$ cat src/sv/colt_pkg.sv
// Shared constants for the columnar transposition block.
// Used by columnar_transposition and its testbench; no dependencies.
package colt_pkg;

  localparam int MAX_BYTES_DEF   = 64;
  localparam int MAX_COLUMNS_DEF = 16;

  localparam int BYTE_W    = 8;
  localparam int KEYLEN_W  = 5;
  localparam int RANK_BITS = 4;
  localparam int RANK_W    = 64;
  localparam int CFG_IDX_W = 2;

  localparam logic [CFG_IDX_W-1:0] REG_DIRECTION  = 2'd0;
  localparam logic [CFG_IDX_W-1:0] REG_KEY_LENGTH = 2'd1;
  localparam logic [CFG_IDX_W-1:0] REG_COLUMN_RANK = 2'd2;

  localparam logic              DIR_ENCRYPT    = 1'b0;
  localparam logic              DIR_DECRYPT    = 1'b1;
  localparam logic [KEYLEN_W-1:0] KEYLEN_RESET = 5'd16;
  localparam logic [RANK_W-1:0] RANK_RESET     = 64'hFEDC_BA98_7654_3210;

  localparam logic [BYTE_W-1:0] CHAR_UPPER_A = 8'h41;
  localparam logic [BYTE_W-1:0] CHAR_UPPER_Z = 8'h5A;
  localparam logic [BYTE_W-1:0] CASE_OFFSET  = 8'h20;

endpackage

$ cat src/sv/colt_ram.sv
// Generic single-write, single-read RAM with registered read data.
// No dependencies; read data holds until the next read request.
module colt_ram #(
  parameter int WIDTH = 8,
  parameter int DEPTH = 64
) (
  input  logic                     clk,
  input  logic                     we,
  input  logic [$clog2(DEPTH)-1:0] waddr,
  input  logic [WIDTH-1:0]         wdata,
  input  logic                     re,
  input  logic [$clog2(DEPTH)-1:0] raddr,
  output logic [WIDTH-1:0]         rdata
);

  logic [WIDTH-1:0] mem [DEPTH];
  logic [WIDTH-1:0] rdata_r;

  always_ff @(posedge clk) begin
    if (we) begin
      mem[waddr] <= wdata;
    end
    if (re) begin
      rdata_r <= mem[raddr];
    end
  end

  assign rdata = rdata_r;

endmodule

$ cat src/sv/columnar_transposition.sv
// Columnar transposition: buffers one message, then emits it transposed.
// After the last request: CNT_W divide steps, L setup steps (L = column count), then one RAM
// read stage into the output register; encrypting adds a seek step at each column.
// Load: one request per cycle; input is held off from the last request to the last read.
// Emission: one byte per cycle unless out_tready stalls; empty encrypt columns add a step.
// Reset: synchronous active-low rst_n clears counters and handshakes and sets identity order,
// 16 columns, encrypt. Depends on colt_pkg and colt_ram.
module columnar_transposition #(
  parameter int MAX_BYTES   = colt_pkg::MAX_BYTES_DEF,
  parameter int MAX_COLUMNS = colt_pkg::MAX_COLUMNS_DEF
) (
  input  logic                              clk,
  input  logic                              rst_n,
  // configuration write channel
  input  logic                              cfg_valid,
  output logic                              cfg_ready,
  input  logic [colt_pkg::CFG_IDX_W-1:0]    cfg_index,
  input  logic [colt_pkg::RANK_W-1:0]       cfg_data,
  // input stream
  input  logic                              in_tvalid,
  output logic                              in_tready,
  input  logic [colt_pkg::BYTE_W-1:0]       in_tdata,   // [7:0] data_byte
  input  logic                              in_tlast,   // last_in
  // result stream
  output logic                              out_tvalid,
  input  logic                              out_tready,
  output logic [colt_pkg::BYTE_W-1:0]       out_tdata,  // [7:0] out_byte
  output logic                              out_tlast,  // last_out
  output logic                              out_tuser   // [0] dropped
);

  localparam int CNT_W     = $clog2(MAX_BYTES + 1);
  localparam int ADDR_W    = $clog2(MAX_BYTES);
  localparam int COL_W     = $clog2(MAX_COLUMNS + 1);
  localparam int COL_IDX_W = $clog2(MAX_COLUMNS);
  localparam int DIV_W     = (CNT_W > 1) ? $clog2(CNT_W) : 1;
  localparam int BW        = colt_pkg::BYTE_W;
  localparam int RB        = colt_pkg::RANK_BITS;

  typedef enum logic [3:0] {
    ST_LOAD  = 4'b0001,
    ST_DIV   = 4'b0010,
    ST_SETUP = 4'b0100,
    ST_EMIT  = 4'b1000
  } state_t;

  state_t                         state_r;
  logic                           dir_r;
  logic [colt_pkg::KEYLEN_W-1:0]  keylen_r;
  logic [colt_pkg::RANK_W-1:0]    rank_r;

  logic [CNT_W-1:0]     cnt_r;
  logic                 ovf_r;
  logic [CNT_W-1:0]     n_r;
  logic                 drop_r;

  logic [DIV_W-1:0]     div_i_r;
  logic [CNT_W-1:0]     div_q_r;
  logic [COL_W-1:0]     div_rem_r;

  logic [COL_IDX_W-1:0] setup_c_r;
  logic [COL_IDX_W-1:0] order_r [MAX_COLUMNS];
  logic [CNT_W-1:0]     start_r [MAX_COLUMNS];

  logic [CNT_W-1:0]     k_r;
  logic                 seek_r;
  logic [COL_IDX_W-1:0] oi_r;
  logic [CNT_W:0]       enc_addr_r;
  logic [COL_IDX_W-1:0] dc_r;
  logic [CNT_W-1:0]     dr_r;

  logic                 pend_r;
  logic                 pend_last_r;
  logic                 pend_drop_r;
  logic                 out_valid_r;
  logic [BW-1:0]        out_byte_r;
  logic                 out_last_r;
  logic                 out_drop_r;

  // configuration
  assign cfg_ready = 1'b1;

  always_ff @(posedge clk) begin
    if (!rst_n) begin
      dir_r    <= colt_pkg::DIR_ENCRYPT;
      keylen_r <= colt_pkg::KEYLEN_RESET;
      rank_r   <= colt_pkg::RANK_RESET;
    end else if (cfg_valid && cfg_ready) begin
      case (cfg_index)
        colt_pkg::REG_DIRECTION:   dir_r    <= cfg_data[0];
        colt_pkg::REG_KEY_LENGTH:  keylen_r <= cfg_data[colt_pkg::KEYLEN_W-1:0];
        colt_pkg::REG_COLUMN_RANK: rank_r   <= cfg_data;
        default: ;
      endcase
    end
  end

  // effective column count
  logic [COL_W-1:0] l_eff;
  always_comb begin
    if (keylen_r == '0) begin
      l_eff = COL_W'(1);
    end else if (keylen_r > colt_pkg::KEYLEN_W'(MAX_COLUMNS)) begin
      l_eff = COL_W'(MAX_COLUMNS);
    end else begin
      l_eff = keylen_r[COL_W-1:0];
    end
  end

  // load side
  logic in_acc;
  logic stored;
  assign in_tready = (state_r == ST_LOAD);
  assign in_acc    = in_tvalid && in_tready;
  assign stored    = cnt_r < CNT_W'(MAX_BYTES);

  // divider step
  logic [COL_W:0] div_trial;
  logic [COL_W:0] div_diff;
  logic           div_ge;
  assign div_trial = {div_rem_r, n_r[div_i_r]};
  assign div_ge    = div_trial >= {1'b0, l_eff};
  assign div_diff  = div_trial - {1'b0, l_eff};

  // setup: rank position and start offset of column setup_c_r
  logic [RB-1:0]          rank_c;
  logic [MAX_COLUMNS-1:0] pred;
  logic [MAX_COLUMNS-1:0] pred_rem;
  logic [COL_W-1:0]       pos_cnt;
  logic [COL_W-1:0]       rem_cnt;
  logic [CNT_W+COL_W-1:0] start_full;
  logic [CNT_W-1:0]       start_c;

  assign rank_c = rank_r[setup_c_r*RB +: RB];

  always_comb begin
    for (int j = 0; j < MAX_COLUMNS; j++) begin
      pred[j] = (COL_W'(j) < l_eff) &&
                ((rank_r[j*RB +: RB] < rank_c) ||
                 ((rank_r[j*RB +: RB] == rank_c) && (COL_IDX_W'(j) < setup_c_r)));
      pred_rem[j] = pred[j] && (COL_W'(j) < div_rem_r);
    end
  end

  assign pos_cnt    = COL_W'($countones(pred));
  assign rem_cnt    = COL_W'($countones(pred_rem));
  assign start_full = div_q_r * pos_cnt + (CNT_W+COL_W)'(rem_cnt);
  assign start_c    = start_full[CNT_W-1:0];

  // emission
  logic              move;
  logic              emit_go;
  logic              issue;
  logic              is_last;
  logic              enc_live;
  logic [CNT_W:0]    enc_next;
  logic [CNT_W-1:0]  dec_addr;
  logic [ADDR_W-1:0] rd_addr;
  logic [BW-1:0]     rd_data;
  logic [BW-1:0]     fold_byte;

  assign move     = pend_r && (!out_valid_r || out_tready);
  assign emit_go  = (state_r == ST_EMIT) && (!pend_r || move);
  assign enc_live = !seek_r && (enc_addr_r < {1'b0, n_r});
  assign issue    = emit_go && (dir_r || enc_live);
  assign is_last  = (k_r == n_r - CNT_W'(1));
  assign enc_next = enc_addr_r + (CNT_W+1)'(l_eff);
  assign dec_addr = start_r[dc_r] + dr_r;
  assign rd_addr  = dir_r ? dec_addr[ADDR_W-1:0] : enc_addr_r[ADDR_W-1:0];

  colt_ram #(
    .WIDTH (BW),
    .DEPTH (MAX_BYTES)
  ) u_store (
    .clk   (clk),
    .we    (in_acc && stored),
    .waddr (cnt_r[ADDR_W-1:0]),
    .wdata (in_tdata),
    .re    (issue),
    .raddr (rd_addr),
    .rdata (rd_data)
  );

  always_comb begin
    fold_byte = rd_data;
    if (dir_r == colt_pkg::DIR_ENCRYPT && rd_data >= colt_pkg::CHAR_UPPER_A &&
        rd_data <= colt_pkg::CHAR_UPPER_Z) begin
      fold_byte = rd_data + colt_pkg::CASE_OFFSET;
    end
  end

  // control
  always_ff @(posedge clk) begin
    if (!rst_n) begin
      state_r     <= ST_LOAD;
      cnt_r       <= '0;
      ovf_r       <= 1'b0;
      pend_r      <= 1'b0;
      out_valid_r <= 1'b0;
    end else begin
      case (state_r)
        ST_LOAD: begin
          if (in_acc) begin
            if (in_tlast) begin
              n_r       <= stored ? cnt_r + CNT_W'(1) : cnt_r;
              drop_r    <= ovf_r || !stored;
              cnt_r     <= '0;
              ovf_r     <= 1'b0;
              div_i_r   <= DIV_W'(CNT_W - 1);
              div_q_r   <= '0;
              div_rem_r <= '0;
              state_r   <= ST_DIV;
            end else if (stored) begin
              cnt_r <= cnt_r + CNT_W'(1);
            end else begin
              ovf_r <= 1'b1;
            end
          end
        end
        ST_DIV: begin
          div_q_r   <= {div_q_r[CNT_W-2:0], div_ge};
          div_rem_r <= div_ge ? div_diff[COL_W-1:0] : div_trial[COL_W-1:0];
          div_i_r   <= div_i_r - DIV_W'(1);
          if (div_i_r == '0) begin
            setup_c_r <= '0;
            state_r   <= ST_SETUP;
          end
        end
        ST_SETUP: begin
          order_r[pos_cnt[COL_IDX_W-1:0]] <= setup_c_r;
          start_r[setup_c_r]              <= start_c;
          setup_c_r                       <= setup_c_r + COL_IDX_W'(1);
          if (COL_W'(setup_c_r) == l_eff - COL_W'(1)) begin
            k_r     <= '0;
            seek_r  <= 1'b1;
            oi_r    <= '0;
            dc_r    <= '0;
            dr_r    <= '0;
            state_r <= ST_EMIT;
          end
        end
        ST_EMIT: begin
          if (dir_r == colt_pkg::DIR_ENCRYPT) begin
            if (seek_r) begin
              enc_addr_r <= (CNT_W+1)'(order_r[oi_r]);
              seek_r     <= 1'b0;
            end else if (!enc_live) begin
              oi_r   <= oi_r + COL_IDX_W'(1);
              seek_r <= 1'b1;
            end else if (issue) begin
              if (enc_next >= {1'b0, n_r}) begin
                oi_r   <= oi_r + COL_IDX_W'(1);
                seek_r <= 1'b1;
              end else begin
                enc_addr_r <= enc_next;
              end
            end
          end else if (issue) begin
            if (COL_W'(dc_r) == l_eff - COL_W'(1)) begin
              dc_r <= '0;
              dr_r <= dr_r + CNT_W'(1);
            end else begin
              dc_r <= dc_r + COL_IDX_W'(1);
            end
          end
          if (issue) begin
            k_r <= k_r + CNT_W'(1);
            if (is_last) begin
              state_r <= ST_LOAD;
            end
          end
        end
        default: state_r <= ST_LOAD;
      endcase

      // read-data holding stage and output register
      if (issue) begin
        pend_r      <= 1'b1;
        pend_last_r <= is_last;
        pend_drop_r <= is_last && drop_r;
      end else if (move) begin
        pend_r <= 1'b0;
      end

      if (move) begin
        out_valid_r <= 1'b1;
        out_byte_r  <= fold_byte;
        out_last_r  <= pend_last_r;
        out_drop_r  <= pend_drop_r;
      end else if (out_tready) begin
        out_valid_r <= 1'b0;
      end
    end
  end

  assign out_tvalid = out_valid_r;
  assign out_tdata  = out_byte_r;
  assign out_tlast  = out_last_r;
  assign out_tuser  = out_drop_r;

  a_write_in_load: assert property (@(posedge clk) disable iff (!rst_n)
    (in_acc && stored) |-> (state_r == ST_LOAD))
    else $error("store write outside load");

  a_issue_bound: assert property (@(posedge clk) disable iff (!rst_n)
    (state_r == ST_EMIT) |-> (k_r < n_r))
    else $error("emission ran past message length");

  a_rem_below_l: assert property (@(posedge clk) disable iff (!rst_n)
    (state_r == ST_SETUP) |-> (div_rem_r < l_eff))
    else $error("remainder not below column count");

  a_pend_held: assert property (@(posedge clk) disable iff (!rst_n)
    (pend_r && out_valid_r && !out_tready) |=> (pend_r && $stable(rd_data)))
    else $error("held read data lost");

  a_last_ends_emit: assert property (@(posedge clk) disable iff (!rst_n)
    (issue && is_last) |=> (state_r == ST_LOAD))
    else $error("emission did not end on last read");

endmodule

$ cat config.mk
export PLATFORM = sky130hd
export DESIGN_NAME = columnar_transposition
export DESIGN_NICKNAME = d
export VERILOG_FILES = /design/src/sv/colt_pkg.sv /design/src/sv/colt_ram.sv /design/src/sv/columnar_transposition.sv
export SDC_FILE = /design/constraint.sdc
export NUM_CORES = 1
export LEC_CHECK = 0
export BUFFER_PORTS_ARGS = -buffer_cell sky130_fd_sc_hd__buf_2
export CORE_ASPECT_RATIO = 1.2
export CORE_MARGIN = 10
export CORE_UTILIZATION = 59
export CTS_BUF_LIST = sky130_fd_sc_hd__clkbuf_8
export DETAILED_ROUTE_END_ITERATION = 10
export HOLD_SLACK_MARGIN = 0.02
export MAX_ROUTING_LAYER = met4
export PLACE_DENSITY_LB_ADDON = 0.12
export SKIP_LAST_GASP = 1
export SYNTH_ARGS = -nofsm -noshare
export SYNTH_HDL_FRONTEND = slang
export SYNTH_HIERARCHICAL = 1
export SYNTH_SLANG_ARGS = --single-unit
$ cat constraint.sdc
create_clock -name clk -period 10.65 [get_ports clk]
set_input_delay 1.065 -clock clk [delete_from_list [all_inputs] [get_ports clk]]
set_output_delay 1.065 -clock clk [all_outputs]
set_load 0.02 [all_outputs]
==> reports/results.tsv <==
metric	value	unit
outcome	finished clean	
clk_latency	0.79	ns
seq_power_share	49.6	%
rr_startpoint	setup_c_r[0]	
final_cell_area	41620	µm²
ys_top_cells_by_area	sky130_fd_sc_hd__edfxtp_1, sky130_fd_sc_hd__mux4_2, sky130_fd_sc_hd__dfxtp_1	
synthCells	2444	
number_of_global_route_vias_before_repair	22300	
power_leakage	14.49	nW
yosysUniqueCellTypes	87	
crit_path_capture_type	flip-flop	
netlist.top_cell.by_area	sky130_fd_sc_hd__edfxtp_1	
wire_length_of_the_first_global_routing_pass	136.8	mm
synth_enable_flop_cells	748	
fin_setup_tns	0	ns
drc	0	
fp.coreArea	63560	µm²
die_height	298.0	µm
synthMostInstantiatedCell	sky130_fd_sc_hd__edfxtp_1	
cts_sinks	840	
synth_seq_cells	840	
yosys_warnings	6	
layout.core_utilization	65.48	%
cts.clk_slew.worst_paths	0.06	ns
placed_cell_area	39190	µm²
antenna_violations_before_repair	2	
crit_required	11.02	ns
dpl_worst_slack	0.1222	ns
fin_skew	0.03481	ns
gp_congestion	0.9270	
post_synth_most_frequent_cells	sky130_fd_sc_hd__edfxtp_1, sky130_fd_sc_hd__nand2_1, sky130_fd_sc_hd__mux4_2	
htreeDepth	4	
dr.pass1.iters	5	
root_buffer_cell	sky130_fd_sc_hd__clkbuf_8	
boundaryPins	93	
worst_setup_path_startpoint	setup_c_r[0]	
drv_slew	0	
synth.avg_cell_area	15.55	µm²
path_max_fanout	16	
synth_largest_type_area_fraction	59.10	%
placement.io_buffers	91	
finalWorstSetupSlack	0.5486	ns
avgRoutedWirePerCell	25.33	µm
worstSetupPathType	reg -> reg	
max-clock-path-buffers	3	
clock.fmax	99.00	MHz
rr_worst_depth	33	
tritoncts_clock_tree	yes	
slowest_delay	1.03	ns
path_common_cell	sky130_fd_sc_hd__fa_1	
floorplan.rows	101	
worst_hold_path_type	reg -> reg	
cell_with_the_largest_stage_delay_on_the_worst_path	sky130_fd_sc_hd__xnor2_1	
die_width	251.7	µm
holdCritStartpoint	pend_last_r	
drt-initial-drc-count	2062	
critPathCapture	start_r[0][3]	
finalCritPeriodShare	94.85	%
power_frac_comb	21.6	%
synth_nets	2684	
power.ir.vdd_worst	394.6	µV
vias	21840	
async_reset_ff_share	0	%
ys_flop_type	sky130_fd_sc_hd__edfxtp_1	
layout-area-overhead-vs-synth	9.513	%
final_layout_size_suffix_gt1_share	20.07	%
unrepaired_setup_endpoints_after_global_routing	false	
tritoncts.num_buffers	132	
max_slew_margin	10.58	%
regToRegEndpoint	start_r[0][3]	
grt.total_usage	24.83	%
final.min_clock_period	10.10	ns
timing.critical_path.arrival	10.47	ns
postRouteWirelength	88.82	mm
fin_nets	2823	
p_sw	2.555	mW
cp-start-kind	flip-flop	
power.density	209.2	nW/µm²
final-hold-violation-count	0	
globalRoute.totalOverflow	0	
synth.cell_area	38010	µm²
hpwlAfterDp	60.36	mm
dieArea	75020	µm²
detail-route-antenna-nets	0	
p_int	6.151	mW
initial_core_util	59.80	%
viasPerCell	6.229	
synth.yosys.seq_area_share	63.94	%
tightest_slew	1.332	ns
post_cts_buffers	0	
reg2reg_slack	0.55	ns
count_of_final_setup_violators	0	
sw_frac_of_total	29.35	%
largest_net_degree_at_the_start_of_global_routing	92	
max_cap_violations	0	
p_clk_share	28.8	%
## metal layers
layer	track usage (%)	part of all wire (%)
met4	7.562	2.3
met1	32.06	41
met3	4.782	6.8
met2	39.65	50
met5	-	0
## stage by stage
step                      hold WS, ns  total power, mW  instances
after floorplan                0.4003            5.506       2444
after global placement         0.4148            6.110       3273
after detailed placement       0.4098            6.214       3273
after CTS                      0.4233            8.725       3504
after global routing           0.4275            9.141       3506
final                          0.4240            8.706       3507
## cells in the final DEF (no fill, tap or decap), types with 6 or more instances in the layout
master                       n
sky130_fd_sc_hd__edfxtp_1  748
sky130_fd_sc_hd__nand2_1   198
sky130_fd_sc_hd__mux4_2    197
sky130_fd_sc_hd__nor2_1    186
sky130_fd_sc_hd__clkbuf_8  142
sky130_fd_sc_hd__inv_1     140
sky130_fd_sc_hd__ha_1      131
sky130_fd_sc_hd__dfxtp_1    92
sky130_fd_sc_hd__buf_2      91
sky130_fd_sc_hd__nand3_1    59
sky130_fd_sc_hd__a21oi_1    51
sky130_fd_sc_hd__o21ai_0    45
sky130_fd_sc_hd__nor2b_1    42
sky130_fd_sc_hd__xnor2_1    39
sky130_fd_sc_hd__a21boi_0   35
sky130_fd_sc_hd__mux2i_1    30
sky130_fd_sc_hd__buf_4      30
sky130_fd_sc_hd__nand2b_1   29
sky130_fd_sc_hd__fa_1       29
sky130_fd_sc_hd__and2_1     26
sky130_fd_sc_hd__mux2_2     22
sky130_fd_sc_hd__xor2_1     19
sky130_fd_sc_hd__a21o_1     19
sky130_fd_sc_hd__nor3_1     17
sky130_fd_sc_hd__o22ai_1    16
sky130_fd_sc_hd__clkinv_1   16
sky130_fd_sc_hd__nand4_1    14
sky130_fd_sc_hd__a211oi_1   13
sky130_fd_sc_hd__o211ai_1   12
sky130_fd_sc_hd__nand3b_1   12
sky130_fd_sc_hd__and3_1     10
sky130_fd_sc_hd__a31oi_1    10
sky130_fd_sc_hd__o21ai_1     8
sky130_fd_sc_hd__nor4_1      8
sky130_fd_sc_hd__clkinv_2    8
sky130_fd_sc_hd__o221ai_1    8
sky130_fd_sc_hd__a22oi_1     6
sky130_fd_sc_hd__a221oi_1    6
## critical path, delay by kind of cell (launching register included)
| family | cells | cell delay (ns) |
|---|---|---|
| buffers and inverters | 10 | 1.41 |
| adder cells (fa/ha/maj) | 12 | 4.99 |
| multiplexers | 2 | 0.99 |
| AND/OR/NAND/NOR | 4 | 0.48 |
| AO/OA/AOI/OAI | 4 | 0.43 |
| XOR/XNOR | 1 | 1.03 |
| flip-flops | 1 | 0.34 |
## registers in the layout (all words and copies together) (netlist names), 3 cells and up, named ones only
register / cells
u_store/mem: 512
start_r: 96
order_r: 64
rank_r: 64
enc_addr_r: 8
out_tdata: 8
u_store/rdata: 8
cnt_r: 7
k_r: 7
n_r: 7
div_q_r: 6
dr_r: 6
div_rem_r: 5
keylen_r: 5
dc_r: 4
oi_r: 4
setup_c_r: 4
state_r: 4
div_i_r: 3
## power by group through the flow
stage	sequential, mW	clock, mW	combinational, mW
after floorplan	4.37	0	1.14
after global placement	4.38	0	1.73
after detailed placement	4.39	0	1.83
after CTS	4.32	2.56	1.85
after global routing	4.32	2.71	2.11
final	4.32	2.51	1.88
## worst min path at each step
stage                 to  cells after the start
3_5_place_dp   out_tlast                      0
6_report       out_tlast                      0
5_1_grt        out_tlast                      0
2_1_floorplan  out_tlast                      0
3_3_place_gp   out_tlast                      0
4_1_cts        out_tlast                      0
## logic make-up after synthesis
| logic type | Yosys count | share of synthesized area (%) |
|---|---|---|
| AO/OA/AOI/OAI | 284 | 5.063 |
| XOR/XNOR | 61 | 1.445 |
| adder cells (fa/ha/maj) | 160 | 5.840 |
| buffers and inverters | 209 | 2.436 |
| flip-flops | 840 | 63.94 |
| multiplexers | 251 | 13.17 |
| other | 1 | 0.009866 |
| AND/OR/NAND/NOR | 638 | 8.091 |
## cell type report
class	count	area [µm²]
inverter	92	345.3
multi-input combinational	1395	12830
antenna	3	7.507
clock buffer	142	1954
timing repair buffer	122	700.7
fill	4549	21940
sequential	840	24300
clock inverter	89	452.9
tap	824	1031
## timing repair
item	in CTS	in global routing
hold buffers	0	0
gates resized for setup	0	2
endpoints found under the setup margin	0	16
(Power assumes the default switching activity.)
